### config.mk
export PLATFORM = sky130hd
export DESIGN_NAME = alpha_over_composite_core
export DESIGN_NICKNAME = d
export VERILOG_FILES = /design/src/hw/rtl/aoc_pkg.sv /design/src/hw/rtl/aoc_front.sv /design/src/hw/rtl/aoc_div_stage.sv /design/src/hw/rtl/alpha_over_composite_core.sv
export SDC_FILE = /design/constraint.sdc
export NUM_CORES = 2
export LEC_CHECK = 0
export BUFFER_PORTS_ARGS = -buffer_cell sky130_fd_sc_hd__buf_2
export CAP_MARGIN = 5
export CORE_ASPECT_RATIO = 0.8
export CORE_MARGIN = 5
export CORE_UTILIZATION = 34
export CTS_CLUSTER_DIAMETER = 50
export DETAILED_ROUTE_END_ITERATION = 6
export PLACE_DENSITY = 0.55
export SETUP_SLACK_MARGIN = 0.15
export SLEW_MARGIN = 15
export SYNTH_ARGS = -nofsm -noshare
export SYNTH_HDL_FRONTEND = slang
export SYNTH_SLANG_ARGS = --single-unit
export TNS_END_PERCENT = 50
### constraint.sdc
create_clock -name clock -period 31.7 [get_ports clock]
set_input_delay 0 -clock clock [delete_from_list [all_inputs] [get_ports clock]]
set_output_delay 0 -clock clock [all_outputs]
set_load 0.01 [all_outputs]
### src/hw/rtl/aoc_pkg.sv
package aoc_pkg;

   // colour channels handled in parallel: red, green, blue
   localparam int unsigned CHANNELS   = 3;
   localparam int unsigned CH_W       = 8;
   // s = fa*255 + ba*(255-fa) peaks at 65025
   localparam int unsigned SUM_W      = 16;
   // numerator peaks at 255*65025, below 2**24
   localparam int unsigned NUM_W      = 24;
   // quotient never exceeds 255, so one restoring step per bit
   localparam int unsigned QUO_W      = 8;
   localparam logic [CH_W-1:0] FULL_SCALE = 8'd255;

   typedef struct packed {
      logic [CHANNELS-1:0][CH_W-1:0] fg;
      logic [CH_W-1:0]               fa;
      logic [CHANNELS-1:0][CH_W-1:0] bg;
      logic [CH_W-1:0]               ba;
      logic                          last;
   } aoc_pix_type;

   typedef struct packed {
      logic [CHANNELS-1:0][NUM_W-1:0] rem;
      logic [CHANNELS-1:0][QUO_W-1:0] quo;
      logic [SUM_W-1:0]               wsum;
      logic [CH_W-1:0]                alpha;
      logic                           last;
   } aoc_div_type;

endpackage

### src/hw/rtl/aoc_front.sv
module aoc_front import aoc_pkg::*; (
   input  logic        clock,
   input  logic        reset,
   input  logic        en,
   input  logic        in_valid,
   input  aoc_pix_type in_pix,
   output logic        out_valid,
   output aoc_div_type out_data
);

   // stage 1: weights
   logic                          s1_valid_ff;
   logic [SUM_W-1:0]              s1_fw_ff, s1_fw_in;
   logic [SUM_W-1:0]              s1_bw_ff, s1_bw_in;
   logic [CHANNELS-1:0][CH_W-1:0] s1_fg_ff, s1_bg_ff;
   logic                          s1_last_ff;
   logic [CH_W-1:0]               inv_fa;

   // stage 2: per-channel products
   logic                           s2_valid_ff;
   logic [CHANNELS-1:0][NUM_W-1:0] s2_pf_ff, s2_pf_in;
   logic [CHANNELS-1:0][NUM_W-1:0] s2_pb_ff, s2_pb_in;
   logic [SUM_W-1:0]               s2_wsum_ff, s2_wsum_in;
   logic                           s2_last_ff;

   // stage 3: numerators and alpha
   logic                           s3_valid_ff;
   aoc_div_type                    s3_data_ff, s3_data_in;
   logic [SUM_W:0]                 alpha_acc;

   assign inv_fa   = FULL_SCALE - in_pix.fa;
   // fa*255 as a shift and subtract
   assign s1_fw_in = {in_pix.fa, 8'd0} - SUM_W'(in_pix.fa);
   assign s1_bw_in = SUM_W'(in_pix.ba * inv_fa);

   always_comb begin
      for (int c = 0; c < CHANNELS; c++) begin
         s2_pf_in[c] = NUM_W'(s1_fg_ff[c] * s1_fw_ff);
         s2_pb_in[c] = NUM_W'(s1_bg_ff[c] * s1_bw_ff);
      end
   end
   assign s2_wsum_in = s1_fw_ff + s1_bw_ff;

   // floor(s/255) = (s + 1 + (s >> 8)) >> 8 over the range of s
   assign alpha_acc = (SUM_W+1)'(s2_wsum_ff) + (SUM_W+1)'(1)
                      + (SUM_W+1)'(s2_wsum_ff >> 8);

   always_comb begin
      for (int c = 0; c < CHANNELS; c++) begin
         s3_data_in.rem[c] = s2_pf_ff[c] + s2_pb_ff[c];
         s3_data_in.quo[c] = '0;
      end
      s3_data_in.wsum  = s2_wsum_ff;
      s3_data_in.alpha = alpha_acc[15:8];
      s3_data_in.last  = s2_last_ff;
   end

   always_ff @(posedge clock) begin
      if (reset) begin
         s1_valid_ff <= 1'b0;
         s2_valid_ff <= 1'b0;
         s3_valid_ff <= 1'b0;
      end else if (en) begin
         s1_valid_ff <= in_valid;
         s2_valid_ff <= s1_valid_ff;
         s3_valid_ff <= s2_valid_ff;
      end
   end

   always_ff @(posedge clock) begin
      if (en) begin
         s1_fw_ff   <= s1_fw_in;
         s1_bw_ff   <= s1_bw_in;
         s1_fg_ff   <= in_pix.fg;
         s1_bg_ff   <= in_pix.bg;
         s1_last_ff <= in_pix.last;
         s2_pf_ff   <= s2_pf_in;
         s2_pb_ff   <= s2_pb_in;
         s2_wsum_ff <= s2_wsum_in;
         s2_last_ff <= s1_last_ff;
         s3_data_ff <= s3_data_in;
      end
   end

   assign out_valid = s3_valid_ff;
   assign out_data  = s3_data_ff;

endmodule

### src/hw/rtl/aoc_div_stage.sv
module aoc_div_stage import aoc_pkg::*; #(
   parameter int unsigned SHIFT = 7
) (
   input  logic        clock,
   input  logic        reset,
   input  logic        en,
   input  logic        in_valid,
   input  aoc_div_type in_data,
   output logic        out_valid,
   output aoc_div_type out_data
);

   logic        valid_ff;
   aoc_div_type data_ff, data_in;
   logic [NUM_W-1:0] divisor;

   // divisor aligned to this quotient bit
   assign divisor = NUM_W'(in_data.wsum) << SHIFT;

   always_comb begin
      data_in = in_data;
      for (int c = 0; c < CHANNELS; c++) begin
         if (in_data.rem[c] >= divisor) begin
            data_in.rem[c]        = in_data.rem[c] - divisor;
            data_in.quo[c][SHIFT] = 1'b1;
         end
      end
   end

   always_ff @(posedge clock) begin
      if (reset) begin
         valid_ff <= 1'b0;
      end else if (en) begin
         valid_ff <= in_valid;
      end
   end

   always_ff @(posedge clock) begin
      if (en) begin
         data_ff <= data_in;
      end
   end

   assign out_valid = valid_ff;
   assign out_data  = data_ff;

endmodule

### src/hw/rtl/alpha_over_composite_core.sv
// porter-duff over compositing of one straight-alpha rgba8 pixel pair
//
// request channel: req_valid / req_stall carry one foreground and one
// background pixel plus the last pixel mark per transaction
// response channel: rsp_valid / rsp_stall carry the composited pixel,
// colours and alpha floored to eight bits, last mark copied through
//
// from request to response a transaction passes three front stages
// (weights, products, numerator sum with alpha) then eight restoring
// division stages, one quotient bit each, for all three colours at once
// throughput is one transaction per cycle, set by the pipeline register
// stages, unless a response stalls; all advance together on one enable
//
// a stalled response freezes the whole pipeline and raises req_stall in
// the same cycle, so no transaction is lost or repeated; while the
// response register is empty req_stall stays low
// reset is synchronous and clears only the valid bits, after which the
// pipeline is empty; when both alphas are zero the colours come out zero
module alpha_over_composite_core import aoc_pkg::*; (
   input  logic       clock,
   input  logic       reset,
   input  logic       req_valid,
   output logic       req_stall,
   input  logic [7:0] req_fg_red,
   input  logic [7:0] req_fg_green,
   input  logic [7:0] req_fg_blue,
   input  logic [7:0] req_fg_alpha,
   input  logic [7:0] req_bg_red,
   input  logic [7:0] req_bg_green,
   input  logic [7:0] req_bg_blue,
   input  logic [7:0] req_bg_alpha,
   input  logic       req_last_pixel,
   output logic       rsp_valid,
   input  logic       rsp_stall,
   output logic [7:0] rsp_out_red,
   output logic [7:0] rsp_out_green,
   output logic [7:0] rsp_out_blue,
   output logic [7:0] rsp_out_alpha,
   output logic       rsp_out_last
);

   // pipeline moves only when the response register can be emptied
   logic        en;
   aoc_pix_type pix;

   // index 0 is the front end output, index QUO_W the final stage
   logic        div_valid [QUO_W+1];
   aoc_div_type div_data  [QUO_W+1];
   aoc_div_type res;
   logic        sum_zero;

   assign en        = !(rsp_valid && rsp_stall);
   assign req_stall = !en;

   // gather the request fields, red in lane 0
   assign pix.fg[0] = req_fg_red;
   assign pix.fg[1] = req_fg_green;
   assign pix.fg[2] = req_fg_blue;
   assign pix.fa    = req_fg_alpha;
   assign pix.bg[0] = req_bg_red;
   assign pix.bg[1] = req_bg_green;
   assign pix.bg[2] = req_bg_blue;
   assign pix.ba    = req_bg_alpha;
   assign pix.last  = req_last_pixel;

   aoc_front u_front (
      .clock     (clock),
      .reset     (reset),
      .en        (en),
      .in_valid  (req_valid),
      .in_pix    (pix),
      .out_valid (div_valid[0]),
      .out_data  (div_data[0])
   );

   // quotient bits from the most significant down
   for (genvar k = 0; k < QUO_W; k++) begin : g_div
      aoc_div_stage #(
         .SHIFT (QUO_W - 1 - k)
      ) u_div (
         .clock     (clock),
         .reset     (reset),
         .en        (en),
         .in_valid  (div_valid[k]),
         .in_data   (div_data[k]),
         .out_valid (div_valid[k+1]),
         .out_data  (div_data[k+1])
      );
   end

   // last division register doubles as the response register
   assign res       = div_data[QUO_W];
   assign rsp_valid = div_valid[QUO_W];

   // zero total coverage: every restoring step passes, so force black
   assign sum_zero      = (res.wsum == '0);
   assign rsp_out_red   = sum_zero ? '0 : res.quo[0];
   assign rsp_out_green = sum_zero ? '0 : res.quo[1];
   assign rsp_out_blue  = sum_zero ? '0 : res.quo[2];
   assign rsp_out_alpha = res.alpha;
   assign rsp_out_last  = res.last;

endmodule

==> impl_results.md <==
* Antenna Nets Post-Route at 0
* Synth top area share at around two fifths
* Synthesis-stage register bit count at between 1000 and 1500
* # IOs at roughly 100
* Final Hold Fails at 0
* Number of global-route vias before repair at roughly 62000
* Largest net degree at the start of global routing at about 170
* Initial core utilization at around a third
* Total congestion overflow at 0
* Cells after Synth at between 8000 and 9000
* GRT met3 Usage at between 2 and 2.5%
* Die area at ~270000 um^2
* Yosys warns at 0
* WHS Path Cells at 5
* Post-synth net total at 9692
* R2R setup slack at around 26 ns
* Slew Viols, Final at 0
* Crit-path cells: and2_1, fa_1, fa_1, fa_1, inv_1, fa_1, inv_1, ha_1, or3_1, o31ai_1, o211ai_1, nand2_1, nor2_1, a2111oi_2, o21ai_0, xor2_1
* Final nets at between 9000 and 10000
* Sequential area share after synthesis at approximately two fifths
* CTS root buf: clkbuf_16
* Gpl congestion at a little over 0.9
* Post-CTS setup buffer count at 0
* CP delay by family, top: adder cells
* First-pass GRT wire length at about 360000 um
* Fill count at about 25000
* CTS Sinks at 1162
* Residual DRC at 0
* Post-Place Cells at 11700
* WP buf/inv at 2
* Hold_buf cts at around 120
* CP Capture Type: flop
* Vias post-DR at about 60000
* Slowest stage cell, crit path: edfxtp_1
* Crit share post-route at roughly a fifth
* Min-Delay Path Class: primary input to flop
* Global routing usage on met1 at around 22%
* Synth async-reset ratio at 0%
* Clk_lat worst skew at between 0.8 and 0.9 ns
* Most frequent cells in the layout: 1151 x edfxtp_1, 974 x inv_1, 776 x ha_1
* Die H at 466 um
* Post-synth EDFFs at roughly 1200
* Antenna violations before repair at 3
* Layout cells sized above 1 at about 6.4%
* RSZ-0062 raised after global routing: false
* Avg WL per Cell at approximately 19 um
* Drt pass-1 iters at 5
* Cell mode on critical path: fa_1
* Status: finished, final reports clean
* Multi-input gate area at 49100 um^2
* Min Tclk post-route at roughly 6 ns
* Hold Path Origin: req_bg_alpha[2]
* H-tree Lvls at 4
* Data arrival, critical path at about 6.5 ns
* FMAX at between 0.15 and 0.2 GHz
* Post-Layout Cell Count at ~12000
* Layout Area Growth over Synthesis at 12.4%
* Worst path max stage delay at approximately 1 ns
* Setup Skew at around 0.063 ns
* Reg area at 34800 um^2
* GR peak layer: met2
* Headroom to the max-slew limit at about a quarter
* CP max FO at 25
* DP HPWL at around 180000 um
* Synthesized area at slightly below 90000 um^2
* Hold EP: u_front.s1_bw_ff[2]$_DFFE_PN_
* CTS Buffer Depth at 4
* Met2 Use GR at between 20% and 30%
* Max cap viols at 0
* R2R Path Start: u_front.s1_bw_ff[3]$_DFFE_PN_
* Worst reg2reg path depth at 16
* Top cells by area, synth: edfxtp_1 39%, fa_1 13%, ha_1 11%
* CP Class: flop to flop
* Largest area contributor in the netlist: edfxtp_1
* Worst-margin pin slew at ~1.1 ns
* CTS clock-pin slew for the worst setup and hold paths at 0.05 ns
* Syn_area_per_cell at approximately 11 um^2
* Post-synth cell types at 96
* Final WL at 230000 um
* CTS resizes at 0
* Total Routing Usage GR at approximately 17%
* TritonCTS clock tree: done
* Worst Setup Start Kind: flop
* DR iter-0 viols at between 3000 and 4000
* CORE AREA at 259000 um^2
* Vias/cell at approximately 5
* Port Buffers at between 100 and 150
* Crit path required time at ~32 ns
* Commonest non-fill, non-tap cell in the layout: edfxtp_1
* R2R Path End: u_front.s2_pb_ff[22]$_DFFE_PN_
* Ys flop type: edfxtp_1
* Die Span X at between 500 and 600 um
* Total CTS buffers at between 150 and 200
* Setup TNS at 0 ns
* Final setup fails at 0
* Rows at 167
through the flow:
step	cell area [um^2]	util, %	hold slack (ns)	setup WS, ns
finish	99300	38.4	0.136	25.73
global route	99300	38.4	0.118	25.38
CTS	99300	38.3	0.0567	25.71
detailed placement	92800	35.8	0.178	25.75
global placement	92800	35.8	0.177	25.72
floorplan	88400	-	0.0691	15.81
routing by layer:
| metal | vias up | routed length (um) | share of wire (%) |
|---|---|---|---|
| met5 | - | 0 | 0 |
| met3 | 393 | 9200 | 4.0 |
| li1 | 29300 | - | - |
| met1 | 29300 | 104000 | 45 |
| met2 | 1290 | 106000 | 46 |
| met4 | 0 | 10700 | 4.7 |
cell type report:
| class | count | share of cell area [%] |
|---|---|---|
| Multi-Input combinational cell | 5928 | 49.4 |
| Sequential cell | 1162 | 35.0 |
| Tap cell | 3464 | 4.36 |
| Clock buffer | 180 | 4.32 |
| Inverter | 977 | 3.69 |
| Timing Repair Buffer | 275 | 2.16 |
| Clock inverter | 114 | 1.02 |
| Antenna cell | 6 | 0.0151 |
sequential cells by signal (all words and copies together), names as in the netlist:
signal                 flops
u_front.s2_pf_ff          72
g_div.u_div.out_valid      8
u_front.s2_wsum_ff        16
g_div.u_div.out_data     812
u_front.s1_fg_ff          24
u_front.s1_bg_ff          24
u_front.s2_valid_ff        1
u_front.s1_bw_ff          16
u_front.out_data          97
u_front.s1_valid_ff        1
u_front.s2_last_ff         1
u_front.s2_pb_ff          72
u_front.s1_last_ff         1
u_front.out_valid          1
u_front.s1_fw_ff          16
tightest hold or removal path, delay by kind of cell:
family / cells / cell delay, ns
fa+ha+maj: 3 / 0.43
buf+inv: 1 / 0.19
simple gates: 1 / 0.18
worst max-delay path by stage:
stage / from / endpoint / slack [ns] / cells after the start
after floorplan: g_div[7].u_div.out_valid$_SDFFE_PP0N_ / g_div[0].u_div.out_data[0]$_DFFE_PN_ / 15.81 / 2
after global placement: u_front.s1_bw_ff[3]$_DFFE_PN_ / u_front.s2_pb_ff[22]$_DFFE_PN_ / 25.72 / 17
after detailed placement: u_front.s1_bw_ff[2]$_DFFE_PN_ / u_front.s2_pb_ff[22]$_DFFE_PN_ / 25.75 / 16
after CTS: u_front.s1_bw_ff[2]$_DFFE_PN_ / u_front.s2_pb_ff[22]$_DFFE_PN_ / 25.71 / 17
after global routing: u_front.s1_bw_ff[3]$_DFFE_PN_ / u_front.s2_pb_ff[22]$_DFFE_PN_ / 25.38 / 17
final: u_front.s1_bw_ff[3]$_DFFE_PN_ / u_front.s2_pb_ff[22]$_DFFE_PN_ / 25.73 / 16
logic make-up (layout without fill, tap and decap cells):
logic type | after synthesis | in the layout | synth area share [%]
simple gates | 2408 | 2408 | 14.1
other cells | 0 | 6 | 0
xor+xnor | 511 | 511 | 5.06
buf+inv | 1192 | 1546 | 5.15
flops | 1162 | 1162 | 39.4
fa+ha+maj | 1341 | 1341 | 23.8
mux | 96 | 96 | 1.19
compound gates | 1572 | 1572 | 11.3
synthesized netlist by cell type, types with 11 or more instances:
library cell  number
clkbuf_1         181
a31o_2            12
inv_1            974
a21boi_0          33
a221oi_1          12
nand3_1          100
and2_1           673
dfxtp_1           11
nor4b_1           11
a21o_1           200
o21bai_1          48
or4_1             15
nand4_1           57
a21oi_1          461
edfxtp_1        1151
xnor2_1          303
nand2b_1          90
o21ai_0          376
a31oi_1           42
mux2i_1           25
ha_1             776
a211oi_1          49
a2111oi_0         13
o31ai_1           56
nor2b_1          131
mux2_2            65
nor4_1            43
a211o_1           14
nand2_1          566
nor3_1           144
o211ai_1          31
fa_1             565
or3_1             55
buf_2             17
nor2_1           400
and3_1            51
o2111ai_1         20
o21a_1            77
xor2_1           208
or2_2             23
Power is not shown: default switching activity piles up to over one toggle a cycle in this logic, so the estimate is an artifact.
